===== src/rtl/itok_pkg.sv =====
// ----------------------------------------------------------------------------
// itok_pkg
// Shared widths, character codes, token kinds and the descriptor that the
// front hands to the back through the queue.
// ----------------------------------------------------------------------------
`default_nettype none

package itok_pkg;

  localparam int MAX_INDENT  = 15;
  localparam int LINE_BITS   = 16;
  localparam int OFFSET_BITS = 24;
  localparam int INDENT_BITS = $clog2(MAX_INDENT + 1);
  localparam int KIND_BITS   = 4;
  localparam int CHAR_BITS   = 8;

  localparam int Q_DEPTH    = 4;
  localparam int Q_PTR_BITS = $clog2(Q_DEPTH);
  localparam int Q_CNT_BITS = $clog2(Q_DEPTH + 1);

  localparam logic [LINE_BITS-1:0]   LINE_ONE   = LINE_BITS'(1);
  localparam logic [LINE_BITS-1:0]   LINE_TOP   = {LINE_BITS{1'b1}};
  localparam logic [OFFSET_BITS-1:0] OFF_ONE    = OFFSET_BITS'(1);
  localparam logic [INDENT_BITS-1:0] IND_ONE    = INDENT_BITS'(1);
  localparam logic [INDENT_BITS-1:0] IND_TOP    = INDENT_BITS'(MAX_INDENT);
  localparam logic [Q_PTR_BITS-1:0]  Q_PTR_ONE  = Q_PTR_BITS'(1);
  localparam logic [Q_PTR_BITS-1:0]  Q_PTR_LAST = Q_PTR_BITS'(Q_DEPTH - 1);
  localparam logic [Q_CNT_BITS-1:0]  Q_CNT_ONE  = Q_CNT_BITS'(1);
  localparam logic [Q_CNT_BITS-1:0]  Q_FULL     = Q_CNT_BITS'(Q_DEPTH);

  // character codes
  localparam logic [CHAR_BITS-1:0] CH_NUL    = 8'h00;
  localparam logic [CHAR_BITS-1:0] CH_TAB    = 8'h09;
  localparam logic [CHAR_BITS-1:0] CH_LF     = 8'h0a;
  localparam logic [CHAR_BITS-1:0] CH_VT     = 8'h0b;
  localparam logic [CHAR_BITS-1:0] CH_FF     = 8'h0c;
  localparam logic [CHAR_BITS-1:0] CH_CR     = 8'h0d;
  localparam logic [CHAR_BITS-1:0] CH_SPACE  = 8'h20;
  localparam logic [CHAR_BITS-1:0] CH_QUOTE  = 8'h22;
  localparam logic [CHAR_BITS-1:0] CH_HASH   = 8'h23;
  localparam logic [CHAR_BITS-1:0] CH_DOLLAR = 8'h24;
  localparam logic [CHAR_BITS-1:0] CH_LPAREN = 8'h28;
  localparam logic [CHAR_BITS-1:0] CH_RPAREN = 8'h29;
  localparam logic [CHAR_BITS-1:0] CH_COMMA  = 8'h2c;
  localparam logic [CHAR_BITS-1:0] CH_LCURLY = 8'h7b;
  localparam logic [CHAR_BITS-1:0] CH_RCURLY = 8'h7d;

  // token kinds
  localparam logic [KIND_BITS-1:0] K_INDENT    = 4'd0;
  localparam logic [KIND_BITS-1:0] K_DEDENT    = 4'd1;
  localparam logic [KIND_BITS-1:0] K_NEWLINE   = 4'd2;
  localparam logic [KIND_BITS-1:0] K_LPAREN    = 4'd3;
  localparam logic [KIND_BITS-1:0] K_RPAREN    = 4'd4;
  localparam logic [KIND_BITS-1:0] K_LCURLY    = 4'd5;
  localparam logic [KIND_BITS-1:0] K_RCURLY    = 4'd6;
  localparam logic [KIND_BITS-1:0] K_COMMA     = 4'd7;
  localparam logic [KIND_BITS-1:0] K_COMPONENT = 4'd8;
  localparam logic [KIND_BITS-1:0] K_STRING    = 4'd9;
  localparam logic [KIND_BITS-1:0] K_TEXT      = 4'd10;

  // tokens caused by one character, in output order:
  // dedents, token a, indents, token b
  typedef struct packed {
    logic                   a_valid;
    logic [KIND_BITS-1:0]   a_kind;
    logic [LINE_BITS-1:0]   a_line;
    logic [LINE_BITS-1:0]   a_column;
    logic [OFFSET_BITS-1:0] a_begin;
    logic [OFFSET_BITS-1:0] a_end;
    logic [INDENT_BITS-1:0] dedents;
    logic [INDENT_BITS-1:0] indents;
    logic [LINE_BITS-1:0]   cur_line;
    logic [LINE_BITS-1:0]   cur_column;
    logic                   b_valid;
    logic [KIND_BITS-1:0]   b_kind;
    logic [OFFSET_BITS-1:0] b_pos;
  } desc_t;

  function automatic logic [LINE_BITS-1:0] sat_inc(input logic [LINE_BITS-1:0] v);
    return (v == LINE_TOP) ? v : v + LINE_ONE;
  endfunction

endpackage

`default_nettype wire


===== src/rtl/itok_char_if.sv =====
// ----------------------------------------------------------------------------
// itok_char_if
// Character channel: one input character per word.
// ----------------------------------------------------------------------------
`default_nettype none

interface itok_char_if;
  logic                           valid;
  logic                           ready;
  logic [itok_pkg::CHAR_BITS-1:0] char_code;

  modport source (output valid, output char_code, input ready);
  modport sink (input valid, input char_code, output ready);
endinterface

`default_nettype wire


===== src/rtl/itok_token_if.sv =====
// ----------------------------------------------------------------------------
// itok_token_if
// Token channel: one token per word.
// ----------------------------------------------------------------------------
`default_nettype none

interface itok_token_if;
  logic                             valid;
  logic                             ready;
  logic [itok_pkg::KIND_BITS-1:0]   token_kind;
  logic [itok_pkg::LINE_BITS-1:0]   token_line;
  logic [itok_pkg::LINE_BITS-1:0]   token_column;
  logic [itok_pkg::OFFSET_BITS-1:0] text_begin;
  logic [itok_pkg::OFFSET_BITS-1:0] text_end;
  logic                             last_of_run;

  modport source (output valid, output token_kind, output token_line,
                  output token_column, output text_begin, output text_end,
                  output last_of_run, input ready);
  modport sink (input valid, input token_kind, input token_line,
                input token_column, input text_begin, input text_end,
                input last_of_run, output ready);
endinterface

`default_nettype wire


===== src/rtl/indent_aware_tokenizer_core.sv =====
// ----------------------------------------------------------------------------
// indent_aware_tokenizer_core
// Streaming lexer for an indentation-sensitive text format: characters in,
// tokens with kind, line, column and byte offsets out.
// ----------------------------------------------------------------------------
//  port    dir  word                          handshake
//  chars   in   char_code (8)                 valid / ready
//  tokens  out  kind, line, column, begin,    valid / ready
//               end, last_of_run
//
// the front takes one character per cycle while the descriptor queue
// (4 entries) has room; the back drives one token per cycle unless tokens
// stalls, and a character holds the back until all its tokens are out (a
// newline with k indent changes and a trailing bracket causes k + 2 tokens)
// the control state is cleared by synchronous rst (held positions and queue
// entries are not); no clearing pass, chars.ready is high right after reset
// a stalled token output fills the queue and then drops chars.ready
// ----------------------------------------------------------------------------
`default_nettype none

module indent_aware_tokenizer_core (
  input  wire logic     clk,
  input  wire logic     rst,
  itok_char_if.sink     chars,
  itok_token_if.source  tokens
);

  itok_pkg::desc_t q_wdata;
  itok_pkg::desc_t q_head;
  logic            q_write;
  logic            q_full;
  logic            q_pop;
  logic            q_empty;

  itok_front u_front (
    .clk     (clk),
    .rst     (rst),
    .chars   (chars),
    .q_full  (q_full),
    .q_write (q_write),
    .q_data  (q_wdata)
  );

  itok_queue u_queue (
    .clk   (clk),
    .rst   (rst),
    .write (q_write),
    .wdata (q_wdata),
    .full  (q_full),
    .pop   (q_pop),
    .head  (q_head),
    .empty (q_empty)
  );

  itok_back u_back (
    .clk    (clk),
    .rst    (rst),
    .head   (q_head),
    .empty  (q_empty),
    .pop    (q_pop),
    .tokens (tokens)
  );

endmodule

`default_nettype wire


===== src/rtl/itok_front.sv =====
// ----------------------------------------------------------------------------
// itok_front
// Takes one character per cycle while the queue has room, runs the lexer state
// and writes a descriptor of the tokens that the character completes into it.
// ----------------------------------------------------------------------------
`default_nettype none

module itok_front (
  input  wire logic            clk,
  input  wire logic            rst,
  itok_char_if.sink            chars,
  input  wire logic            q_full,
  output logic                 q_write,
  output itok_pkg::desc_t      q_data
);

  localparam logic [2:0] M_NORMAL  = 3'd0;
  localparam logic [2:0] M_COMMENT = 3'd1;
  localparam logic [2:0] M_STRING  = 3'd2;
  localparam logic [2:0] M_TEXT    = 3'd3;
  localparam logic [2:0] M_CR      = 3'd4;
  localparam logic [2:0] M_TABS    = 3'd5;

  localparam int LB = itok_pkg::LINE_BITS;
  localparam int OB = itok_pkg::OFFSET_BITS;
  localparam int IB = itok_pkg::INDENT_BITS;

  logic [2:0]    mode, mode_next;
  logic [IB-1:0] indent, indent_next;
  logic [IB-1:0] tabs, tabs_next;
  logic [LB-1:0] line, line_next;
  logic [LB-1:0] column, column_next;
  logic [OB-1:0] pos, pos_next;
  logic          open_comp, open_comp_next;
  logic [OB-1:0] open_begin, open_begin_next;
  logic [LB-1:0] open_line, open_line_next;
  logic [LB-1:0] open_column, open_column_next;
  logic [OB-1:0] pend_begin, pend_begin_next;
  logic [OB-1:0] pend_end, pend_end_next;
  logic [LB-1:0] pend_line, pend_line_next;
  logic [LB-1:0] pend_column, pend_column_next;

  itok_pkg::desc_t d;
  logic            run_normal;
  logic            do_resolve;
  logic [itok_pkg::CHAR_BITS-1:0] c;
  logic            accept;

  function automatic logic is_delim(input logic [itok_pkg::CHAR_BITS-1:0] ch);
    return ch == itok_pkg::CH_SPACE  || ch == itok_pkg::CH_FF     ||
           ch == itok_pkg::CH_VT     || ch == itok_pkg::CH_TAB    ||
           ch == itok_pkg::CH_CR     || ch == itok_pkg::CH_LF     ||
           ch == itok_pkg::CH_LPAREN || ch == itok_pkg::CH_RPAREN ||
           ch == itok_pkg::CH_LCURLY || ch == itok_pkg::CH_RCURLY ||
           ch == itok_pkg::CH_COMMA  || ch == itok_pkg::CH_DOLLAR ||
           ch == itok_pkg::CH_QUOTE;
  endfunction

  assign c           = chars.char_code;
  assign chars.ready = !q_full;
  assign accept      = chars.valid && !q_full;

  always_comb begin
    mode_next        = mode;
    indent_next      = indent;
    tabs_next        = tabs;
    line_next        = line;
    column_next      = column;
    open_comp_next   = open_comp;
    open_begin_next  = open_begin;
    open_line_next   = open_line;
    open_column_next = open_column;
    pend_begin_next  = pend_begin;
    pend_end_next    = pend_end;
    pend_line_next   = pend_line;
    pend_column_next = pend_column;
    pos_next         = pos + itok_pkg::OFF_ONE;
    d                = '0;
    run_normal       = 1'b0;
    do_resolve       = 1'b0;

    if (c == itok_pkg::CH_NUL) begin
      if (mode == M_TEXT || mode == M_STRING) begin
        d.a_valid  = 1'b1;
        d.a_kind   = (mode == M_STRING) ? itok_pkg::K_STRING :
                     (open_comp ? itok_pkg::K_COMPONENT : itok_pkg::K_TEXT);
        d.a_line   = open_line;
        d.a_column = open_column;
        d.a_begin  = open_begin;
        d.a_end    = pos;
      end else if (mode == M_CR || mode == M_TABS) begin
        do_resolve = 1'b1;
      end
    end else begin
      case (mode)
        M_COMMENT: begin
          if (c == itok_pkg::CH_CR || c == itok_pkg::CH_LF) begin
            mode_next  = M_NORMAL;
            run_normal = 1'b1;
          end else begin
            column_next = itok_pkg::sat_inc(column);
          end
        end
        M_STRING: begin
          if (c == itok_pkg::CH_QUOTE) begin
            d.a_valid  = 1'b1;
            d.a_kind   = itok_pkg::K_STRING;
            d.a_line   = open_line;
            d.a_column = open_column;
            d.a_begin  = open_begin;
            d.a_end    = pos;
            mode_next  = M_NORMAL;
          end
          column_next = itok_pkg::sat_inc(column);
        end
        M_TEXT: begin
          if (is_delim(c)) begin
            d.a_valid  = 1'b1;
            d.a_kind   = open_comp ? itok_pkg::K_COMPONENT : itok_pkg::K_TEXT;
            d.a_line   = open_line;
            d.a_column = open_column;
            d.a_begin  = open_begin;
            d.a_end    = pos;
            mode_next  = M_NORMAL;
            run_normal = 1'b1;
          end else begin
            column_next = itok_pkg::sat_inc(column);
          end
        end
        M_CR: begin
          tabs_next = '0;
          mode_next = M_TABS;
          if (c == itok_pkg::CH_LF) begin
            pend_end_next = pos + itok_pkg::OFF_ONE;
          end else if (c == itok_pkg::CH_TAB) begin
            tabs_next   = itok_pkg::IND_ONE;
            column_next = itok_pkg::sat_inc(column);
          end else begin
            do_resolve = 1'b1;
            run_normal = 1'b1;
          end
        end
        M_TABS: begin
          if (c == itok_pkg::CH_TAB) begin
            if (tabs < itok_pkg::IND_TOP) begin
              tabs_next = tabs + itok_pkg::IND_ONE;
            end
            column_next = itok_pkg::sat_inc(column);
          end else begin
            do_resolve = 1'b1;
            run_normal = 1'b1;
          end
        end
        default: begin
          mode_next  = M_NORMAL;
          run_normal = 1'b1;
        end
      endcase
    end

    // pending newline with the indent change of the new line
    if (do_resolve) begin
      d.a_valid   = 1'b1;
      d.a_kind    = itok_pkg::K_NEWLINE;
      d.a_line    = pend_line;
      d.a_column  = pend_column;
      d.a_begin   = pend_begin;
      d.a_end     = pend_end;
      d.dedents   = (indent > tabs_next) ? indent - tabs_next : '0;
      d.indents   = (tabs_next > indent) ? tabs_next - indent : '0;
      indent_next = tabs_next;
      tabs_next   = '0;
      mode_next   = M_NORMAL;
    end

    d.cur_line   = line_next;
    d.cur_column = column_next;
    d.b_pos      = pos;

    if (run_normal) begin
      case (c)
        itok_pkg::CH_SPACE, itok_pkg::CH_FF, itok_pkg::CH_VT, itok_pkg::CH_TAB: begin
          column_next = itok_pkg::sat_inc(column_next);
        end
        itok_pkg::CH_HASH: begin
          column_next = itok_pkg::sat_inc(column_next);
          mode_next   = M_COMMENT;
        end
        itok_pkg::CH_CR, itok_pkg::CH_LF: begin
          pend_begin_next  = pos;
          pend_end_next    = pos + itok_pkg::OFF_ONE;
          pend_line_next   = line_next;
          pend_column_next = column_next;
          line_next        = itok_pkg::sat_inc(line_next);
          column_next      = '0;
          tabs_next        = '0;
          mode_next        = (c == itok_pkg::CH_CR) ? M_CR : M_TABS;
        end
        itok_pkg::CH_QUOTE, itok_pkg::CH_DOLLAR: begin
          open_begin_next  = pos + itok_pkg::OFF_ONE;
          open_line_next   = line_next;
          open_column_next = column_next;
          open_comp_next   = (c == itok_pkg::CH_DOLLAR);
          column_next      = itok_pkg::sat_inc(column_next);
          mode_next        = (c == itok_pkg::CH_DOLLAR) ? M_TEXT : M_STRING;
        end
        itok_pkg::CH_LPAREN: begin
          d.b_valid   = 1'b1;
          d.b_kind    = itok_pkg::K_LPAREN;
          column_next = itok_pkg::sat_inc(column_next);
        end
        itok_pkg::CH_RPAREN: begin
          d.b_valid   = 1'b1;
          d.b_kind    = itok_pkg::K_RPAREN;
          column_next = itok_pkg::sat_inc(column_next);
        end
        itok_pkg::CH_LCURLY: begin
          d.b_valid   = 1'b1;
          d.b_kind    = itok_pkg::K_LCURLY;
          column_next = itok_pkg::sat_inc(column_next);
        end
        itok_pkg::CH_RCURLY: begin
          d.b_valid   = 1'b1;
          d.b_kind    = itok_pkg::K_RCURLY;
          column_next = itok_pkg::sat_inc(column_next);
        end
        itok_pkg::CH_COMMA: begin
          d.b_valid   = 1'b1;
          d.b_kind    = itok_pkg::K_COMMA;
          column_next = itok_pkg::sat_inc(column_next);
        end
        default: begin
          open_begin_next  = pos;
          open_line_next   = line_next;
          open_column_next = column_next;
          open_comp_next   = 1'b0;
          column_next      = itok_pkg::sat_inc(column_next);
          mode_next        = M_TEXT;
        end
      endcase
    end

    // end of input: back to the reset state
    if (c == itok_pkg::CH_NUL) begin
      mode_next      = M_NORMAL;
      indent_next    = '0;
      tabs_next      = '0;
      line_next      = itok_pkg::LINE_ONE;
      column_next    = '0;
      pos_next       = '0;
      open_comp_next = 1'b0;
    end
  end

  assign q_data  = d;
  assign q_write = accept && (d.a_valid || d.b_valid);

  always_ff @(posedge clk) begin
    if (rst) begin
      mode      <= M_NORMAL;
      indent    <= '0;
      tabs      <= '0;
      line      <= itok_pkg::LINE_ONE;
      column    <= '0;
      pos       <= '0;
      open_comp <= 1'b0;
    end else if (accept) begin
      mode      <= mode_next;
      indent    <= indent_next;
      tabs      <= tabs_next;
      line      <= line_next;
      column    <= column_next;
      pos       <= pos_next;
      open_comp <= open_comp_next;
    end
  end

  always_ff @(posedge clk) begin
    if (accept) begin
      open_begin  <= open_begin_next;
      open_line   <= open_line_next;
      open_column <= open_column_next;
      pend_begin  <= pend_begin_next;
      pend_end    <= pend_end_next;
      pend_line   <= pend_line_next;
      pend_column <= pend_column_next;
    end
  end

endmodule

`default_nettype wire


===== src/rtl/itok_queue.sv =====
// ----------------------------------------------------------------------------
// itok_queue
// Short first-in first-out queue of token descriptors between front and back.
// ----------------------------------------------------------------------------
`default_nettype none

module itok_queue (
  input  wire logic             clk,
  input  wire logic             rst,
  input  wire logic             write,
  input  wire itok_pkg::desc_t  wdata,
  output logic                  full,
  input  wire logic             pop,
  output itok_pkg::desc_t       head,
  output logic                  empty
);

  itok_pkg::desc_t entries [itok_pkg::Q_DEPTH];

  logic [itok_pkg::Q_PTR_BITS-1:0] wr_ptr, wr_ptr_next;
  logic [itok_pkg::Q_PTR_BITS-1:0] rd_ptr, rd_ptr_next;
  logic [itok_pkg::Q_CNT_BITS-1:0] count;
  logic                            do_write;
  logic                            do_pop;

  assign full     = (count == itok_pkg::Q_FULL);
  assign empty    = (count == '0);
  assign do_write = write && !full;
  assign do_pop   = pop && !empty;
  assign head     = entries[rd_ptr];

  assign wr_ptr_next = (wr_ptr == itok_pkg::Q_PTR_LAST) ? '0 : wr_ptr + itok_pkg::Q_PTR_ONE;
  assign rd_ptr_next = (rd_ptr == itok_pkg::Q_PTR_LAST) ? '0 : rd_ptr + itok_pkg::Q_PTR_ONE;

  always_ff @(posedge clk) begin
    if (rst) begin
      wr_ptr <= '0;
      rd_ptr <= '0;
      count  <= '0;
    end else begin
      if (do_write) begin
        wr_ptr <= wr_ptr_next;
      end
      if (do_pop) begin
        rd_ptr <= rd_ptr_next;
      end
      if (do_write && !do_pop) begin
        count <= count + itok_pkg::Q_CNT_ONE;
      end else if (do_pop && !do_write) begin
        count <= count - itok_pkg::Q_CNT_ONE;
      end
    end
  end

  always_ff @(posedge clk) begin
    if (do_write) begin
      entries[wr_ptr] <= wdata;
    end
  end

endmodule

`default_nettype wire


===== src/rtl/itok_back.sv =====
// ----------------------------------------------------------------------------
// itok_back
// Expands the head descriptor into the output register, one token per cycle
// unless stalled: dedents, first token, indents, then the single-character token.
// ----------------------------------------------------------------------------
`default_nettype none

module itok_back (
  input  wire logic             clk,
  input  wire logic             rst,
  input  wire itok_pkg::desc_t  head,
  input  wire logic             empty,
  output logic                  pop,
  itok_token_if.source          tokens
);

  localparam logic PH_DED = 1'b0;
  localparam logic PH_IND = 1'b1;

  localparam int IB = itok_pkg::INDENT_BITS;

  logic          phase, phase_next;
  logic [IB-1:0] cnt, cnt_next;
  logic          fire;
  logic          last;

  logic [itok_pkg::KIND_BITS-1:0]   kind;
  logic [itok_pkg::LINE_BITS-1:0]   tline;
  logic [itok_pkg::LINE_BITS-1:0]   tcolumn;
  logic [itok_pkg::OFFSET_BITS-1:0] tbegin;
  logic [itok_pkg::OFFSET_BITS-1:0] tend;
  logic [IB:0]                      cnt_inc;

  assign fire    = !empty && (!tokens.valid || tokens.ready);
  assign pop     = fire && last;
  assign cnt_inc = {1'b0, cnt} + {{IB{1'b0}}, 1'b1};

  always_comb begin
    phase_next = phase;
    cnt_next   = cnt;
    kind       = head.b_kind;
    tline      = head.cur_line;
    tcolumn    = head.cur_column;
    tbegin     = head.b_pos;
    tend       = head.b_pos + itok_pkg::OFF_ONE;
    last       = 1'b1;

    if (phase == PH_DED && cnt < head.dedents) begin
      kind     = itok_pkg::K_DEDENT;
      tbegin   = '0;
      tend     = '0;
      cnt_next = cnt + itok_pkg::IND_ONE;
      last     = (cnt_inc == {1'b0, head.dedents}) && !head.a_valid &&
                 (head.indents == '0) && !head.b_valid;
    end else if (phase == PH_DED && head.a_valid) begin
      kind       = head.a_kind;
      tline      = head.a_line;
      tcolumn    = head.a_column;
      tbegin     = head.a_begin;
      tend       = head.a_end;
      phase_next = PH_IND;
      cnt_next   = '0;
      last       = (head.indents == '0) && !head.b_valid;
    end else if (phase == PH_IND && cnt < head.indents) begin
      kind     = itok_pkg::K_INDENT;
      tbegin   = '0;
      tend     = '0;
      cnt_next = cnt + itok_pkg::IND_ONE;
      last     = (cnt_inc == {1'b0, head.indents}) && !head.b_valid;
    end

    // next descriptor starts from the top
    if (last) begin
      phase_next = PH_DED;
      cnt_next   = '0;
    end
  end

  always_ff @(posedge clk) begin
    if (rst) begin
      phase        <= PH_DED;
      cnt          <= '0;
      tokens.valid <= 1'b0;
    end else begin
      if (fire) begin
        phase        <= phase_next;
        cnt          <= cnt_next;
        tokens.valid <= 1'b1;
      end else if (tokens.ready) begin
        tokens.valid <= 1'b0;
      end
    end
  end

  always_ff @(posedge clk) begin
    if (fire) begin
      tokens.token_kind   <= kind;
      tokens.token_line   <= tline;
      tokens.token_column <= tcolumn;
      tokens.text_begin   <= tbegin;
      tokens.text_end     <= tend;
      tokens.last_of_run  <= last;
    end
  end

endmodule

`default_nettype wire


===== src/flat_wrapper.sv =====
// flat-port wrapper written by rule: the top's interface ports become plain ports
module indent_aware_tokenizer_core_flat 
  (clk, rst, chars_valid, chars_char_code, chars_ready, tokens_valid, tokens_token_kind, tokens_token_line, tokens_token_column, tokens_text_begin, tokens_text_end, tokens_last_of_run, tokens_ready);
  itok_char_if chars_i ();
  itok_token_if tokens_i ();
  input  wire logic clk;
  input  wire logic rst;
  input wire logic [$bits(chars_i.valid)-1:0] chars_valid;
  input wire logic [$bits(chars_i.char_code)-1:0] chars_char_code;
  output wire logic [$bits(chars_i.ready)-1:0] chars_ready;
  output wire logic [$bits(tokens_i.valid)-1:0] tokens_valid;
  output wire logic [$bits(tokens_i.token_kind)-1:0] tokens_token_kind;
  output wire logic [$bits(tokens_i.token_line)-1:0] tokens_token_line;
  output wire logic [$bits(tokens_i.token_column)-1:0] tokens_token_column;
  output wire logic [$bits(tokens_i.text_begin)-1:0] tokens_text_begin;
  output wire logic [$bits(tokens_i.text_end)-1:0] tokens_text_end;
  output wire logic [$bits(tokens_i.last_of_run)-1:0] tokens_last_of_run;
  input wire logic [$bits(tokens_i.ready)-1:0] tokens_ready;
  assign chars_i.valid = chars_valid;
  assign chars_i.char_code = chars_char_code;
  assign chars_ready = chars_i.ready;
  assign tokens_valid = tokens_i.valid;
  assign tokens_token_kind = tokens_i.token_kind;
  assign tokens_token_line = tokens_i.token_line;
  assign tokens_token_column = tokens_i.token_column;
  assign tokens_text_begin = tokens_i.text_begin;
  assign tokens_text_end = tokens_i.text_end;
  assign tokens_last_of_run = tokens_i.last_of_run;
  assign tokens_i.ready = tokens_ready;
  indent_aware_tokenizer_core u_core (.clk(clk), .rst(rst), .chars(chars_i), .tokens(tokens_i));
endmodule

===== config.mk =====
export PLATFORM = sky130hd
export DESIGN_NAME = indent_aware_tokenizer_core_flat
export DESIGN_NICKNAME = d
export VERILOG_FILES = /design/src/rtl/itok_pkg.sv /design/src/rtl/itok_char_if.sv /design/src/rtl/itok_token_if.sv /design/src/rtl/indent_aware_tokenizer_core.sv /design/src/rtl/itok_front.sv /design/src/rtl/itok_queue.sv /design/src/rtl/itok_back.sv /design/src/flat_wrapper.sv
export SDC_FILE = /design/constraint.sdc
export NUM_CORES = 1
export LEC_CHECK = 0
export BUFFER_PORTS_ARGS = -buffer_cell sky130_fd_sc_hd__clkbuf_2
export CAP_MARGIN = 20
export CORE_ASPECT_RATIO = 1.75
export CORE_UTILIZATION = 62
export DETAILED_ROUTE_END_ITERATION = 12
export PLACE_DENSITY = 0.79
export SLEW_MARGIN = 20
export SYNTH_ARGS = -nofsm -noshare
export SYNTH_HDL_FRONTEND = slang
export SYNTH_HIERARCHICAL = 1
export SYNTH_SLANG_ARGS = --single-unit
export TNS_END_PERCENT = 10

===== constraint.sdc =====
create_clock -name clk -period 9.4 [get_ports clk]
set_clock_uncertainty 0.2 [all_clocks]
set_input_delay 1.88 -clock clk [delete_from_list [all_inputs] [get_ports clk]]
set_output_delay 1.88 -clock clk [all_outputs]
set_load 0.01 [all_outputs]

# --- Word level (Yosys, flattened, before mapping) ---
# Memory sizes are Yosys's and may differ from the RTL's. A register that Yosys moved wholly into a read port is not among the register bits.
# Index checks and enable logic that the tools add are counted.
op_classes:
  n_addsub: 14
  magnitude_cmp: 5
  n_eq_ne: 30
  mux: 99
  n_bitwise: 2
  reduce_logical: 61
ops:
  columns: ["operator", "count"]
  rows:
  - ["$mux 85", 4]
  - ["$mux 16", 18]
  - ["$mux 24", 10]
  - ["$pmux 85 s2", 1]
  - ["$mux 93", 1]
  - ["$pmux 16 s5", 1]
  - ["$mux 4", 18]
  - ["$eq 8x6->1 const B", 7]
  - ["$add 16x1->16 const B", 3]
  - ["$add 24x1->24 const B", 2]
  - ["$eq 16x16->1 const B", 3]
  - ["$pmux 24 s2", 1]
  - ["$eq 8x4->1 const B", 5]
  - ["$pmux 5 s5", 1]
  - ["$mux 1", 24]
  - ["$mux 3", 8]
  - ["$logic_or 1x1->1", 17]
  - ["$eq 8x7->1 const B", 2]
  - ["$logic_and 1x1->1", 16]
  - ["$pmux 3 s5", 1]
  - ["$pmux 3 s4", 1]
  - ["$reduce_and 3->1", 4]
  - ["$reduce_bool 2->1", 6]
  - ["$reduce_or 12->1", 1]
  - ["31 further kinds", 56]
word_totals:
  register_bits: 302
  ram_bits: 616
  output_inout_bits: 87
  wordCells: 238
  n_memories: 1
memory_table:
  columns: ["name", "words", "width", "read_ports", "rd_clocked_by_memory_dff", "wr", "line_no", "source"]
  rows:
  - ["u_core.u_queue.entries", 4, 154, 1, 1, 1, "itok_queue.sv:18", "itok_pkg::desc_t entries [itok_pkg::Q_DEPTH];"]

# --- Longest topological paths before layout ---
depth:
  depth_word: 24
  mapped_depth: 19

# --- By module ---
# The synthesis kept the hierarchy.
by_module_without_submodules:
  columns: ["mod", "instances", "cells_each", "area_per_inst_um2", "seq_area_each_um2"]
  rows:
  - ["itok_queue", 1, 854, 22655.5, 18677.9]
  - ["itok_front", 1, 1142, 11140.7, 5445.2]
  - ["itok_back", 1, 368, 4623.2, 2672.6]

# --- Worst setup path after synthesis ---
# No wires, ideal clock.
synth_path:
  path_type: "in2reg"
  start: "input chars_char_code[6]"
  end: "memory u_core/u_queue/entries[0][0] (netlist name), enable pin"
  setup_ns: 0.533
  arrival_ns: 7.838
  t_required_ns: 8.667
  slack_ns: 0.828
  path_stages: 12
  cell_sequence: "buf_2 or3_1 a2111o_1 and3_4 a31o_1 nand3_1 nand2_1 nor3_1 a41oi_1 inv_1 o21a_1 and3_1"
synth_rtl:
  columns: ["element", "line_no", "source"]
  rows:
  - ["start, declared", "flat_wrapper.sv:9", "input wire logic [$bits(chars_i.char_code)-1:0] chars_char_code;"]
  - ["end, declared", "itok_queue.sv:18", null]

==> out/metrics.cfg <==
[outcome]
status = complete, no violations

[synthesis]
ys_top_cells_by_area = edfxtp_1 65%, mux4_2 9.0%, dfxtp_1 4.3%
yosys_warnings = 6
synth_area_leader_cell = edfxtp_1
yosysUniqueCellTypes = 97
synth_ff_type = edfxtp_1
synth_area_per_cell_um2 = 16.3
ys_seq_area_share_pct = 69.7
ys_async_sr_fraction_pct = 0
syn-cell-area_mm2 = 0.0384
synth_top_cell_area_share_pct = 65.4
ys_ff_latch = 920
synth_edf_count = 837
syn_inst = 2364

[sta]
fmax_mhz = 154
timing.final.crit_share_pct = 69.0
rsz0062_at_grt = no
fin_setup_tns_ps = 0
period_minus_slack_ps = 6480
worst-slew-pin-transition_ps = 1080
relSlewSlack_pct = 28.0
hold_violations = 0
maxSlewViolCount = 0
setup_viol = 0

[worst_hold_path]
hold_class = register to register
holdCritStartpoint = u_core/u_front/open_comp$_SDFFE_PP0P_
whs_path_depth = 2
min_to = u_core/u_front/open_comp$_SDFFE_PP0P_

[grt]
grt_max_degree = 117
grt_pass1_vias = 22600
track_usage_pct = 28.4
antenna_found_initial = 1
grt-ovfl-total = 0
grt_pass1_wl_mm = 132

[pwr]
powerDensity_mw_per_mm2 = 192
pwr-share-seq_pct = 55.3
sw_frac_of_total_pct = 20.0
internal_power_mw = 6.50
p_comb_share_pct = 2.8
power.switching_mw = 1.63
peakVddDrop_mv = 0.182
clkPwrFrac_pct = 41.9
p_total_mw = 8.13
p_leak_nw = 14.4

[setup_path]
cp-start-kind = input pin
worstReg2RegStart = u_core/u_front/column[1]$_SDFFE_PP0P_
cp_cell_sequence = clkbuf_2, or3_1, a2111o_1, and3_4, a31o_1, nand3_1, nand2_1, nor3_1, a41oi_1, inv_1, o21a_1, and3_4, buf_12
required_ps = 9470
reg2reg_slack_ps = 3810
cp.arrival_ps = 6550
slowest_delay_ps = 670
path_class = input pin to register
r2r-end = u_core/u_front/column[3]$_SDFFE_PP0P_
crit_fanout = 116
r2r_cells = 11
worst_path_max_delay_cell = and3_4
timing.critical_path.mode_cell = and3_4
end_kind = register

[clock_network]
cts.clk_slew.worst_paths_ps = 70
clkLatencyLatePin_ps = 640
cts_resized = 0
cts_tree = done
cts_hold_buf = 0
clock_path_buffers = 3
cts_made_buffers = 77
post_cts_buffers = 0
cts_max_level = 3
clock_sinks = 920
cts-root-buf = clkbuf_16

[flow_run]
drv_cap = 0

[placement]
place.gp.congestion = 0.913
io_buffer_count = 98
place_hpwl_mm = 53.0

[layout]
drive_gt1_share_pct = 19.9
regArea_mm2 = 0.0268
multi_input_area_mm2 = 0.0108
layout.nets = 2481
fill_cells = 3890
area_growth_pct = 10.3

[drt]
dr_total_vias = 21600
first_pass_iters = 7
routed_via_density = 6.57
drcViolationCount = 0
routed_wl_mm = 87.3
drt-initial-drc-count = 1809
avgRoutedWirePerCell_um = 26.5
ant_nets = 0

[floorplan]
die_w_um = 190
num_rows = 120
die_area_mm2 = 0.0630
core_area_mm2 = 0.0613
floorplan.initialDensity_pct = 62.7
die_h_um = 331
ios = 99

[state kept, by name, summed over array words and instances, names as in the netlist, 24 cells and up, named ones only]
signal and cells:
u_core/u_front/pend_end 24, u_core/u_front/pos 24, u_core/u_front/open_begin 24, u_core/u_back/tokens.text_begin 24, u_core/u_back/tokens.text_end 24, u_core/u_queue/entries 616, u_core/u_front/pend_begin 24
[worst max-delay path by stage]
stage	start	to	slack, ps
finish	chars_char_code[1]	u_core/u_queue/entries[2][2]$_DFFE_PP_	2920
CTS	chars_char_code[1]	u_core/u_queue/entries[2][136]$_DFFE_PP_	3040
global placement	chars_char_code[1]	u_core/u_queue/entries[2][51]$_DFFE_PP_	2550
global route	chars_char_code[1]	u_core/u_queue/entries[2][103]$_DFFE_PP_	2780
floorplan	chars_char_code[6]	u_core/u_queue/entries[0][0]$_DFFE_PP_	830
detailed placement	chars_char_code[1]	u_core/u_queue/entries[2][51]$_DFFE_PP_	2360
[routing by layer]
metal	share of wire [%]	GRT usage [%]
met1	35	32.0
met2	55	52.0
met3	5.5	3.32
met4	4.7	15.0
met5	0.016	0
[cell type report]
type / count / share of cell area (%)
Inverter: 48 / 0.425
Clock buffer: 100 / 4.99
Timing Repair Buffer: 140 / 1.99
Antenna cell: 1 / 0.00591
Tap cell: 793 / 2.34
Sequential cell: 920 / 63.3
Clock inverter: 44 / 1.44
Multi-Input combinational cell: 1250 / 25.5
[logic make-up after synthesis]
group | after synthesis | share of synthesized area [%]
mux | 194 | 10.2
simple gates | 534 | 7.00
fa+ha+maj | 32 | 1.10
compound gates | 391 | 7.35
xor+xnor | 97 | 2.31
buf+inv | 195 | 2.31
other cells | 1 | 0.00976
flops | 920 | 69.7
[Yosys cell counts (all sizes together), types with 29 or more instances]
| master | count |
|---|---|
| a21oi | 83 |
| a22o | 111 |
| and3 | 34 |
| buf | 65 |
| clkbuf | 82 |
| dfxtp | 83 |
| edfxtp | 837 |
| ha | 29 |
| inv | 48 |
| mux2 | 36 |
| mux4 | 154 |
| nand2 | 116 |
| nand3 | 55 |
| nand4 | 33 |
| nor2 | 159 |
| nor3 | 40 |
| o21ai | 73 |
| xnor2 | 56 |
| xor2 | 40 |
[worst max-delay path, delay by kind of cell]
kind                   cells  cell delay (ps)
buffers and inverters      3             1030
AOI/OAI and AO/OA          4             1120
and+or+nand+nor            6             2380
[power by group through the flow]
| stage | Combinational (mW) | Clock [mW] | Sequential, mW |
|---|---|---|---|
| after floorplan | 0.145 | 0 | 4.58 |
| after global placement | 0.219 | 0 | 4.58 |
| after detailed placement | 0.223 | 0 | 4.58 |
| after CTS | 0.224 | 3.45 | 4.49 |
| after global routing | 0.241 | 3.60 | 4.50 |
| final | 0.226 | 3.41 | 4.49 |
[cells in the final DEF, fill, tap and decap left out, types with 12 or more instances in the layout]
master / n
a21oi_1: 80
a22o_1: 111
a22oi_1: 13
and3_1: 27
buf_4: 39
bufinv_16: 13
clkbuf_1: 15
clkbuf_16: 79
clkbuf_2: 98
clkinv_2: 13
dfxtp_1: 81
edfxtp_1: 837
ha_1: 29
inv_1: 46
mux2_2: 36
mux4_2: 154
nand2_1: 115
nand2b_1: 12
nand3_1: 53
nand4_1: 32
nor2_1: 156
nor2b_1: 21
nor3_1: 36
nor4_1: 12
o21ai_0: 62
or3_1: 13
xnor2_1: 54
xor2_1: 39
[stage by stage]
stage	instance area (um^2)	hold slack [ps]	instances	worst slack [ps]	util (%)
finish	42400	310	3296	2920	69.2
global placement	39600	262	3151	2550	64.7
floorplan	38400	254	2365	828	-
CTS	42400	307	3295	3040	69.2
global route	42400	357	3295	2780	69.2
detailed placement	39600	291	3151	2360	64.7
Power figures use the tool's default switching activity.
